**src/hw/rtl/flr_pkg.sv**
```systemverilog
// flr_pkg: shared constants, codes and request type of the line rasterizer
// used by flr_stepper, flr_store and framebuffer_line_rasterizer
// no dependencies
package flr_pkg;

    // screen geometry and store size
    localparam int SCREEN_COLUMNS = 128;
    localparam int SCREEN_ROWS    = 64;
    localparam int STORE_BYTES    = 1024;
    localparam int ADDR_W         = $clog2(STORE_BYTES);

    // field widths
    localparam int COORD_W = 10;
    localparam int CNT_W   = 11;
    localparam int BYTE_W  = 8;
    localparam int OP_W    = 2;
    // wide enough for column + page * SCREEN_COLUMNS at the largest screen
    localparam int IDX_W   = 20;

    // stream widths, whole bytes
    localparam int S_TDATA_W = 56;
    localparam int M_TDATA_W = 24;

    // command opcodes
    localparam logic [OP_W-1:0] OP_DRAW  = 2'd0;
    localparam logic [OP_W-1:0] OP_READ  = 2'd1;
    localparam logic [OP_W-1:0] OP_CLEAR = 2'd2;

    // store request kinds
    localparam logic [1:0] REQ_PIXEL = 2'd0;
    localparam logic [1:0] REQ_READ  = 2'd1;
    localparam logic [1:0] REQ_CLEAR = 2'd2;

    // one access into the store pipeline
    typedef struct packed {
        logic              valid;
        logic [1:0]        kind;
        logic [ADDR_W-1:0] addr;
        logic [2:0]        bitsel;
        logic              ink;
    } req_t;

endpackage

```
**src/hw/rtl/flr_stepper.sv**
```systemverilog
// flr_stepper: bresenham walker, one pixel per cycle, clips to the screen
// emits pixel write requests for the store; depends on flr_pkg
module flr_stepper
    import flr_pkg::*;
(
    input  logic                      aclk,
    input  logic                      aresetn,
    input  logic                      start,
    input  logic signed [COORD_W-1:0] start_x,
    input  logic signed [COORD_W-1:0] start_y,
    input  logic signed [COORD_W-1:0] end_x,
    input  logic signed [COORD_W-1:0] end_y,
    input  logic                      ink,
    output logic                      busy,
    output req_t                      req
);

    logic                      active_reg;
    logic signed [COORD_W-1:0] x_reg, y_reg, xe_reg, ye_reg;
    logic [COORD_W:0]          dx_reg, dy_reg;
    logic signed [12:0]        err_reg;
    logic                      sxn_reg, syn_reg, ink_reg;
    req_t                      req_reg;

    logic [COORD_W:0]          dxs, dys, dx0, dy0;
    logic signed [13:0]        e2, ndy;
    logic                      step_x, step_y, at_end;
    logic signed [12:0]        err_next;
    logic                      on_screen;
    logic [IDX_W-1:0]          idx_w;
    req_t                      req_next;

    // setup: absolute deltas of the new line
    always_comb begin
        dxs = {end_x[COORD_W-1], end_x} - {start_x[COORD_W-1], start_x};
        dys = {end_y[COORD_W-1], end_y} - {start_y[COORD_W-1], start_y};
        dx0 = dxs[COORD_W] ? ((COORD_W+1)'(0) - dxs) : dxs;
        dy0 = dys[COORD_W] ? ((COORD_W+1)'(0) - dys) : dys;
    end

    // error term update
    always_comb begin
        e2       = {err_reg, 1'b0};
        ndy      = 14'sd0 - $signed({3'b000, dy_reg});
        step_x   = e2 > ndy;
        step_y   = e2 < $signed({3'b000, dx_reg});
        err_next = err_reg - (step_x ? $signed({2'b00, dy_reg}) : 13'sd0)
                           + (step_y ? $signed({2'b00, dx_reg}) : 13'sd0);
        at_end   = (x_reg == xe_reg) && (y_reg == ye_reg);
    end

    // clipping and byte address of the current pixel
    always_comb begin
        idx_w = IDX_W'(x_reg[COORD_W-2:0])
              + IDX_W'(y_reg[COORD_W-2:3]) * IDX_W'(SCREEN_COLUMNS);
        on_screen = !x_reg[COORD_W-1] && !y_reg[COORD_W-1]
                 && ({1'b0, x_reg} < (COORD_W+1)'(SCREEN_COLUMNS))
                 && ({1'b0, y_reg} < (COORD_W+1)'(SCREEN_ROWS))
                 && (idx_w < IDX_W'(STORE_BYTES));
        req_next.valid  = active_reg && on_screen;
        req_next.kind   = REQ_PIXEL;
        req_next.addr   = idx_w[ADDR_W-1:0];
        req_next.bitsel = y_reg[2:0];
        req_next.ink    = ink_reg;
    end

    // walker registers
    always_ff @(posedge aclk) begin
        if (!aresetn) begin
            active_reg    <= 1'b0;
            req_reg.valid <= 1'b0;
        end else begin
            req_reg <= req_next;
            if (start) begin
                active_reg <= 1'b1;
                x_reg      <= start_x;
                y_reg      <= start_y;
                xe_reg     <= end_x;
                ye_reg     <= end_y;
                dx_reg     <= dx0;
                dy_reg     <= dy0;
                err_reg    <= $signed({2'b00, dx0}) - $signed({2'b00, dy0});
                sxn_reg    <= !(start_x < end_x);
                syn_reg    <= !(start_y < end_y);
                ink_reg    <= ink;
            end else if (active_reg) begin
                if (at_end) begin
                    active_reg <= 1'b0;
                end else begin
                    err_reg <= err_next;
                    if (step_x) begin
                        x_reg <= sxn_reg ? x_reg - 10'sd1 : x_reg + 10'sd1;
                    end
                    if (step_y) begin
                        y_reg <= syn_reg ? y_reg - 10'sd1 : y_reg + 10'sd1;
                    end
                end
            end
        end
    end

    assign busy = active_reg;
    assign req  = req_reg;

endmodule

```
**config.mk**
```make
export PLATFORM = sky130hd
export DESIGN_NAME = flr_stepper
export DESIGN_NICKNAME = d
export VERILOG_FILES = /design/src/hw/rtl/flr_pkg.sv /design/src/hw/rtl/flr_stepper.sv
export SDC_FILE = /design/constraint.sdc
export NUM_CORES = 1
export LEC_CHECK = 0
export BUFFER_PORTS_ARGS = -buffer_cell sky130_fd_sc_hd__buf_2
export CORE_MARGIN = 2
export CORE_UTILIZATION = 40
export CTS_CLUSTER_SIZE = 30
export DETAILED_ROUTE_END_ITERATION = 7
export PLACE_DENSITY = 0.56
export SYNTH_ARGS = -nofsm -noshare
export SYNTH_HDL_FRONTEND = slang
export SYNTH_SLANG_ARGS = --single-unit
```
**constraint.sdc**
```tcl
create_clock -name aclk -period 5.25 [get_ports aclk]
set_input_delay 1.05 -clock aclk [delete_from_list [all_inputs] [get_ports aclk]]
set_output_delay 1.05 -clock aclk [all_outputs]
set_load 0.01 [all_outputs]
```
==> flow_metrics.env, run 1 <==
export IMPL_hold_ws_ns=0.423
export IMPL_clock_fmax_mhz=194
export IMPL_antenna_found_initial=0
export IMPL_numCtsBuffers=9
export IMPL_p_leak_nw=4.12
export IMPL_hpwl_um=15500
export IMPL_layout_drive_gt1_share_pct=19.9
export IMPL_cts_sinks=94
export IMPL_slew_headroom_pct=56.4
export IMPL_finalMaxSlewViolations=0
export IMPL_clkLatencyLatePin_ns=0.36
export IMPL_die_w_um=144
export IMPL_portBuffers=59
export IMPL_nets=1086
export IMPL_synth_edf_count=92
export IMPL_status="complete, no violations"
export IMPL_drt_wl_total_um=19800
export IMPL_drtIter0Drc=353
export IMPL_synthDistinctLibCells=61
export IMPL_dp_slack_ns=-0.265
export IMPL_drc=0
export IMPL_cp_max_fo=5
export IMPL_layout_common_cells="inv_1 (100), edfxtp_1 (92), ha_1 (85)"
export IMPL_grt_max_degree=47
export IMPL_hold_viol=0
export IMPL_die_y_um=144
export IMPL_ant_nets=0
export IMPL_cts_path_max_buffers=2
export IMPL_first_pass_iters=5
export IMPL_rsz0062_at_grt="yes"
export IMPL_num_vias=6111
export IMPL_largest_reg_flops=15
export IMPL_endpoint_kind="flop"
export IMPL_fp_row_count=51
export IMPL_worst_slack_ns=0.0870
export IMPL_worst_slew_pin_slew_ns=0.653
export IMPL_grt_pass1_vias=6081
export IMPL_start_util_pct=40.6
export IMPL_pwr_density_cell_nw_per_um2=602
export IMPL_critical_path_class="flop to flop"
export IMPL_arrival_ns=5.28
export IMPL_dieArea_um2=20800
export IMPL_grt_util_all_layers_pct=20.1
export IMPL_diodes=0
export IMPL_syn_area_um2=7880
export IMPL_gp_congestion=0.827
export IMPL_ys_warn_count=0
export IMPL_viasPerCell=5.07
export IMPL_critPathLaunchType="flop"
export IMPL_period_minus_slack_ns=5.16
export IMPL_setup_violations=0
export IMPL_ys_flop_type="edfxtp_1"
export IMPL_ys_seq_elements=94
export IMPL_htree_levels=3
export IMPL_gr_total_overflow=0
export IMPL_fin_crit_sh_pct=98.3
export IMPL_syn_inst=815
export IMPL_grt_pass1_wl_um=32000
export IMPL_synth_seq_area_share_pct=35.6
export IMPL_drv_cap=0
export IMPL_root_buffer="clkbuf_16"
export IMPL_worst_clock_skew_ns=0.0158
export IMPL_worstPathRequired_ns=5.36
export IMPL_post_drt_wl_per_cell_um=16.4
export IMPL_cts_tree="yes"
export IMPL_clk_pin_slew_ns=0.08
export IMPL_core_area_um2=19400
export IMPL_syn_to_final_growth_pct=19.1
export IMPL_synthArstFlopShare_pct=0
export IMPL_ir_drop_mv=0.314
export IMPL_cts_hold_buffers=0
export IMPL_synth_area_per_cell_um2=9.66
export IMPL_final_common_cell="inv_1"
export IMPL_io_pin_count=62
export IMPL_hp_class="flop to flop"
final timing paths:
kind | from | endpoint | slack [ns] | depth (start not counted)
hold reg to reg | ink_reg$_DFFE_PP_ | req[0]$_DFFE_PP_ | 0.42 | 0
setup / recovery | dy_reg[2]$_DFFE_PP_ | err_reg[12]$_DFFE_PP_ | 0.09 | 23
setup reg to reg | dy_reg[2]$_DFFE_PP_ | err_reg[12]$_DFFE_PP_ | 0.09 | 23
hold / removal | ink_reg$_DFFE_PP_ | req[0]$_DFFE_PP_ | 0.42 | 0
routing by layer:
layer  vias up  GRT usage (%)  part of all wire [%]  wire [um]
li1       3100              -                     -          -
met3        18           2.91                   3.6        707
met1      2886           29.1                    50       9840
met5         -              0                     0          0
met2       107           32.2                    46       9020
met4         0           3.99                   1.1        211
what timing repair did:
| action | 4_1_cts | 5_1_grt |
|---|---|---|
| resized for setup | 7 | 32 |
| cloned | 0 | 1 |
| pin swaps | 1 | 24 |
| endpoints found under the setup margin | 6 | 8 |
| buffers inserted | 0 | 4 |
per-stage QoR:
step | cells | power [W] | instance area (um2) | utilization (%) | TNS (ns)
after floorplan | 816 | 0.00349 | 7880 | - | 0
after global placement | 1184 | 0.00452 | 8870 | 45.7 | -0.251
after detailed placement | 1184 | 0.00452 | 8870 | 45.7 | -0.696
after CTS | 1200 | 0.00523 | 9190 | 47.3 | 0
after global routing | 1205 | 0.00620 | 9380 | 48.4 | -0.230
final | 1205 | 0.00565 | 9380 | 48.4 | 0
area by class of cell:
class | count | area [um2]
fillers | 1901 | 10000
multi-input cells | 610 | 4850
flip-flops and latches | 94 | 2800
repair buffers | 118 | 736
inverters | 102 | 383
well taps | 265 | 332
clock buffers | 10 | 229
clock inverters | 6 | 51.3
power by group:
group	leakage (nW)	internal [W]	switching [W]	total, W
combinational	3.09	0.00185	0.00193	0.00378
sequential	0.890	0.00108	0.000142	0.00122
clock	0.140	0.000331	0.000317	0.000648
cells in the mapped netlist, types with 6 or more instances:
| master | count | area share (%) |
|---|---|---|
| xnor2_1 | 58 | 6.4 |
| nand2_1 | 54 | 2.6 |
| o21a_1 | 6 | 0.57 |
| a211oi_1 | 6 | 0.57 |
| nand2b_1 | 8 | 0.64 |
| o21ai_0 | 55 | 3.5 |
| a21boi_0 | 7 | 0.67 |
| a21o_1 | 18 | 1.7 |
| nand4_1 | 11 | 0.87 |
| or3_1 | 6 | 0.48 |
| nor3_1 | 17 | 1.1 |
| nor2b_1 | 16 | 1.3 |
| edfxtp_1 | 92 | 35 |
| nand3_1 | 7 | 0.44 |
| nor4_1 | 8 | 0.64 |
| ha_1 | 90 | 14 |
| nor2_1 | 54 | 2.6 |
| xor2_1 | 41 | 4.6 |
| inv_1 | 101 | 4.8 |
| mux2i_1 | 7 | 0.89 |
| and2_1 | 14 | 1.1 |
| fa_1 | 17 | 4.3 |
| a21oi_1 | 41 | 2.6 |
| clkbuf_1 | 7 | 0.33 |
worst max-delay path, cell delays in order, from the launching register on:
cell and delay [ns]:
edfxtp_1 0.39, or4_4 0.57, nor2_4 0.16, nand3_4 0.12, xnor2_2 0.15, ha_1 0.32, a21o_1 0.17, a21o_1 0.16
a21oi_1 0.12, o21ai_1 0.09, nor4b_2 0.35, nor3_2 0.10, buf_4 0.17, and2_4 0.14, fa_1 0.49, inv_2 0.04
ha_4 0.26, a21o_1 0.12, a21oi_2 0.07, nand2b_4 0.15, a211oi_4 0.36, o22ai_2 0.11, xor2_1 0.17, a21o_1 0.15
cell families (layout without fill, tap and decap cells):
group,Yosys count,in the layout,synth area share (%)
flops,94,94,35.6
compound gates,173,173,14.0
mux,8,8,1.03
simple gates,221,221,14.3
buf+inv,112,236,5.43
fa+ha+maj,107,107,18.6
xor+xnor,99,99,11.0
other cells,1,2,0.0476
Power figures use the tool's default switching activity.
==> run 2, diff against run 1 <==
--- a/config.mk
+++ b/config.mk
@@ -11,6 +11,7 @@
 export CTS_CLUSTER_SIZE = 30
 export DETAILED_ROUTE_END_ITERATION = 7
 export PLACE_DENSITY = 0.56
+export SETUP_SLACK_MARGIN = 0.5
 export SYNTH_ARGS = -nofsm -noshare
 export SYNTH_HDL_FRONTEND = slang
 export SYNTH_SLANG_ARGS = --single-unit
==> run 2 against run 1 <==
Compared with the run above: worst setup slack improved by 0.16 ns; combinational power decreased by 1%; largest cell class unchanged; sequential cell count unchanged.
==> flow_metrics.env, run 2 (same netlist as run 1, synthesis figures left out) <==
export IMPL_setup_violations=0
export IMPL_cpLargestDelayFamily="simple AND/OR/NAND/NOR gates"
export IMPL_cp_max_fo=8
export IMPL_core_area_um2=19400
export IMPL_hp_class="flop to flop"
export IMPL_critical_path_class="flop to flop"
export IMPL_die_y_um=144
export IMPL_io_pin_count=62
export IMPL_drc=0
export IMPL_rsz0062_at_grt="yes"
export IMPL_portBuffers=59
export IMPL_drt_wl_total_um=19500
export IMPL_cp_buffers_inverters=2
export IMPL_clk_pin_slew_ns=0.08
export IMPL_cts_hold_buffers=0
export IMPL_htree_levels=3
export IMPL_layout_common_cells="inv_1 (98), edfxtp_1 (92), ha_1 (84)"
export IMPL_numCtsBuffers=9
export IMPL_dieArea_um2=20800
export IMPL_layout_drive_gt1_share_pct=18.6
export IMPL_grt_util_all_layers_pct=19.9
export IMPL_grt_pass1_wl_um=31600
export IMPL_postLayoutCoreUtil_pct=47.8
export IMPL_max_stage_delay_ns=0.57
export IMPL_worstPathRequired_ns=5.37
export IMPL_final_common_cell="inv_1"
export IMPL_post_drt_wl_per_cell_um=16.5
export IMPL_arrival_ns=5.12
export IMPL_endpoint_kind="flop"
export IMPL_cts_tree="yes"
export IMPL_diodes=0
export IMPL_period_minus_slack_ns=5.01
export IMPL_slowest_stage="or4_4"
export IMPL_gp_congestion=0.904
export IMPL_hold_viol=0
export IMPL_worst_clock_skew_ns=0.0104
export IMPL_cpMostUsedCell="a21o_1"
export IMPL_ir_drop_mv=0.356
export IMPL_start_util_pct=40.6
export IMPL_drv_cap=0
export IMPL_pwr_density_cell_nw_per_um2=609
export IMPL_grt_pass1_vias=5993
export IMPL_fin_setup_tns_ns=0
export IMPL_nets=1060
export IMPL_syn_to_final_growth_pct=17.8
export IMPL_root_buffer="clkbuf_16"
export IMPL_first_pass_iters=5
export IMPL_path_cells="or4_4, nor2_4, nand3_4, xnor2_2, ha_1, a21o_1, a21o_1, a21oi_1, o21ai_1, nor4b_2, buf_4, nor3_4, and2_4, fa_1, inv_2, ha_4, a21o_1, a21o_1, or3_1, o22ai_2, xor2_1, a21o_1"
export IMPL_clock_fmax_mhz=200
export IMPL_drtIter0Drc=345
export IMPL_worst_slew_pin_slew_ns=0.634
export IMPL_fin_crit_sh_pct=95.4
export IMPL_critPathLaunchType="flop"
export IMPL_p_leak_nw=4.02
export IMPL_finalMaxSlewViolations=0
export IMPL_gr_total_overflow=0
export IMPL_fp_row_count=51
export IMPL_grt_max_degree=47
export IMPL_slew_headroom_pct=57.7
export IMPL_clkLatencyLatePin_ns=0.35
export IMPL_largest_reg_flops=15
export IMPL_num_vias=6047
export IMPL_die_w_um=144
export IMPL_ant_nets=0
export IMPL_viasPerCell=5.13
export IMPL_antenna_found_initial=0
export IMPL_status="complete, no violations"
export IMPL_nFillCells=1865
export IMPL_cts_path_max_buffers=2
export IMPL_cts_sinks=94
export IMPL_hpwl_um=15500
-- run 2: per-stage QoR --
step / instance area, um2 / setup slack, ns / total power (W) / hold slack, ns / instances
floorplan: 7960 / 0.382 / 0.00365 / 0.400 / 816
global placement: 8740 / 0.0509 / 0.00448 / 0.406 / 1156
detailed placement: 8740 / 0.00732 / 0.00448 / 0.405 / 1156
CTS: 9230 / 0.322 / 0.00551 / 0.424 / 1177
global route: 9280 / 0.0320 / 0.00617 / 0.434 / 1179
finish: 9280 / 0.244 / 0.00565 / 0.424 / 1179
-- run 2: final timing paths --
| check | start | end | slack, ns | cells past startpoint |
|---|---|---|---|---|
| min | ink_reg$_DFFE_PP_ | req[0]$_DFFE_PP_ | 0.42 | 0 |
| min reg2reg | ink_reg$_DFFE_PP_ | req[0]$_DFFE_PP_ | 0.42 | 0 |
| max reg2reg | dy_reg[2]$_DFFE_PP_ | err_reg[12]$_DFFE_PP_ | 0.24 | 22 |
| max | dy_reg[2]$_DFFE_PP_ | err_reg[12]$_DFFE_PP_ | 0.24 | 22 |
-- run 2: worst register-to-register path: stages (launching register included) --
cell and delay, ns:
edfxtp_1 0.39, or4_4 0.57, nor2_4 0.15, nand3_4 0.13
xnor2_2 0.16, ha_1 0.31, a21o_1 0.16, a21o_1 0.15
a21oi_1 0.13, o21ai_1 0.10, nor4b_2 0.22, buf_4 0.17
nor3_4 0.06, and2_4 0.20, fa_1 0.54, inv_2 0.05
ha_4 0.25, a21o_1 0.17, a21o_1 0.19, or3_1 0.33
o22ai_2 0.14, xor2_1 0.09, a21o_1 0.15
-- run 2: final cells by class --
class | count | area, um2 | area share (%)
Sequential cell | 94 | 2800 | 30.2
Clock buffer | 9 | 225 | 2.43
Tap cell | 265 | 332 | 3.57
Multi-Input combinational cell | 610 | 4910 | 52.9
Inverter | 102 | 383 | 4.13
Timing Repair Buffer | 92 | 543 | 5.85
Clock inverter | 7 | 88.8 | 0.957
-- run 2: metal layers --
layer	track usage [%]	wire length, um
met5	0	0
met4	4.70	275
met3	3.51	761
met2	32.2	8900
met1	27.8	9520
-- run 2: repair_timing --
action,in CTS,in global routing
endpoints found under the hold margin,0,0
endpoints found under the setup margin,9,9
pin swaps,19,6
setup buffers,5,2
cloned,0,0
gates resized for setup,26,10
-- run 2: power breakdown --
group | internal [W] | leakage, nW | switching [W]
clock | 0.000381 | 0.150 | 0.000322
sequential | 0.00108 | 0.890 | 0.000142
combinational | 0.00175 | 2.98 | 0.00198
==> run 3, diff against run 2 <==
--- a/config.mk
+++ b/config.mk
@@ -5,12 +5,11 @@
 export SDC_FILE = /design/constraint.sdc
 export NUM_CORES = 1
 export LEC_CHECK = 0
-export BUFFER_PORTS_ARGS = -buffer_cell sky130_fd_sc_hd__buf_2
-export CORE_MARGIN = 2
 export CORE_UTILIZATION = 40
 export CTS_CLUSTER_SIZE = 30
 export DETAILED_ROUTE_END_ITERATION = 7
-export PLACE_DENSITY = 0.56
+export DONT_BUFFER_PORTS = 1
+export PLACE_DENSITY = 0.53
 export SETUP_SLACK_MARGIN = 0.5
 export SYNTH_ARGS = -nofsm -noshare
 export SYNTH_HDL_FRONTEND = slang
==> run 3 against run 2 <==
Compared with the run above: count of clock-buffer cells in the layout stayed put; sequential power about the same; register-to-register slack got worse by 0.08 ns; global-route usage up 1.5 points; worst setup slack got worse by 0.083 ns; clock power is 0.9% lower; largest power group unchanged.
==> flow_metrics.env, run 3 (same netlist as run 1, synthesis figures left out) <==
export IMPL_status="complete, no violations"
export IMPL_grt_util_met3_pct=4.27
export IMPL_critical_path_class="flop to flop"
export IMPL_root_buffer="clkbuf_16"
export IMPL_busiest_layer="met2"
export IMPL_p_total_w=0.00564
export IMPL_fin_area_um2=9020
export IMPL_layout_common_cells="inv_1 (96), edfxtp_1 (92), ha_1 (82)"
export IMPL_slew_headroom_pct=50.0
export IMPL_cts_path_max_buffers=2
export IMPL_ir_drop_mv=0.437
export IMPL_gp_congestion=0.918
export IMPL_cp_max_fo=3
export IMPL_grt_pass1_wl_um=32700
export IMPL_antenna_found_initial=0
export IMPL_hpwl_um=15900
export IMPL_clkLatencyLatePin_ns=0.36
export IMPL_arrival_ns=5.18
export IMPL_rsz0062_at_grt="yes"
export IMPL_endpoint_kind="flop"
export IMPL_r2r_slack_ns=0.16
export IMPL_portBuffers=0
export IMPL_cts_tree="yes"
export IMPL_diodes=0
export IMPL_pwr_density_cell_nw_per_um2=625
export IMPL_layout_drive_gt1_share_pct=14.2
export IMPL_worst_slack_ns=0.161
export IMPL_worst_slew_pin_slew_ns=0.745
export IMPL_regArea_um2=2800
export IMPL_clk_pin_slew_ns=0.07
export IMPL_fin_setup_tns_ns=0
export IMPL_grt_util_all_layers_pct=21.4
export IMPL_gr_total_overflow=0
export IMPL_grt_pass1_vias=6113
export IMPL_nFillCells=1817
export IMPL_fp_row_count=50
export IMPL_fin_crit_sh_pct=96.9
export IMPL_gr_usage_met2_pct=35.6
export IMPL_place_area_um2=8420
export IMPL_core_area_um2=19000
export IMPL_dieArea_um2=20300
export IMPL_clock_fmax_mhz=196
export IMPL_period_minus_slack_ns=5.09
export IMPL_numCtsBuffers=9
export IMPL_hold_viol=0
export IMPL_viasPerCell=5.30
export IMPL_worst_clock_skew_ns=0.0102
export IMPL_drc=0
export IMPL_dp_slack_ns=-0.0634
export IMPL_die_y_um=142
export IMPL_critPathLaunchType="flop"
export IMPL_hold_ws_ns=0.444
export IMPL_post_drt_wl_per_cell_um=18.5
export IMPL_htree_levels=3
export IMPL_hp_class="flop to flop"
export IMPL_finalMaxSlewViolations=0
export IMPL_drv_cap=0
export IMPL_setup_violations=0
export IMPL_largest_reg_flops=15
export IMPL_ant_nets=0
export IMPL_drtIter0Drc=326
export IMPL_nets=1003
export IMPL_die_w_um=142
export IMPL_num_vias=5917
export IMPL_worstPathRequired_ns=5.35
export IMPL_multiInputGateArea_um2=4950
export IMPL_grt_max_degree=49
export IMPL_drt_wl_total_um=20700
export IMPL_io_pin_count=62
export IMPL_cts_sinks=94
export IMPL_grtUsageMet1_pct=28.4
export IMPL_start_util_pct=41.4
export IMPL_syn_to_final_growth_pct=14.6
export IMPL_final_common_cell="inv_1"
export IMPL_p_leak_nw=3.81
export IMPL_first_pass_iters=6
-- run 3: cell count changes in the layout (fill, tap and decap cells not counted), moves of 3 or more --
| cell | previous run | this run |
|---|---|---|
| and2_1 | 12 | 9 |
| nor2_1 | 51 | 48 |
| and2_4 | 1 | 4 |
| buf_2 | 59 | 0 |
-- run 3: through the flow --
step	util, %	instances
finish	47.5	1117
global route	47.5	1117
detailed placement	44.3	1090
floorplan	-	816
global placement	44.3	1090
CTS	46.8	1114
-- run 3: path summary, 6_finish.rpt --
| check | to | cells past startpoint | start |
|---|---|---|---|
| setup / recovery | err_reg[10]$_DFFE_PP_ | 23 | dy_reg[3]$_DFFE_PP_ |
| hold / removal | req[0]$_DFFE_PP_ | 0 | ink_reg$_DFFE_PP_ |
| setup reg to reg | err_reg[10]$_DFFE_PP_ | 23 | dy_reg[3]$_DFFE_PP_ |
| hold reg to reg | req[0]$_DFFE_PP_ | 0 | ink_reg$_DFFE_PP_ |
-- run 3: layout make-up --
class	count	share of cell area [%]
multi-input cells	611	54.9
flip-flops and latches	94	31.1
inverters	102	4.24
well taps	260	3.60
repair buffers	34	2.87
clock buffers	9	2.50
clock inverters	7	0.873
-- run 3: critical path: stages, from the launching register on --
cell and delay, ns:
edfxtp_1 0.38, or4_4 0.57, nor2_4 0.14, nand3_4 0.13, xnor2_2 0.16, ha_1 0.31, a21o_1 0.16, a21o_1 0.16
a21oi_2 0.14, o21ai_2 0.09, nor4b_4 0.26, buf_4 0.16, buf_6 0.09, nor4_4 0.03, fa_1 0.52, inv_2 0.06
fa_2 0.38, a21o_1 0.20, a21oi_2 0.17, nand2b_4 0.17, a211oi_4 0.08, a21oi_1 0.17, xor2_1 0.18, o21ai_0 0.11
-- run 3: power breakdown --
part | switching (W) | internal, W
registers | 0.000164 | 0.00108
clock network | 0.000319 | 0.000378
logic | 0.00196 | 0.00174
total | 0.00244 | 0.00320
-- run 3: metal layers --
| layer | share of wire (%) | vias up |
|---|---|---|
| met4 | 1.3 | 0 |
| met1 | 47 | 2841 |
| li1 | - | 2936 |
| met5 | 0 | - |
| met3 | 4.8 | 13 |
| met2 | 47 | 127 |
-- run 3: what timing repair did --
| item | in CTS | in global routing |
|---|---|---|
| resized for setup | 22 | 27 |
| setup buffers | 7 | 3 |
| gates cloned | 1 | 0 |
| endpoints found under the setup margin | 10 | 10 |
| pin swaps | 10 | 13 |
| hold buffers | 0 | 0 |
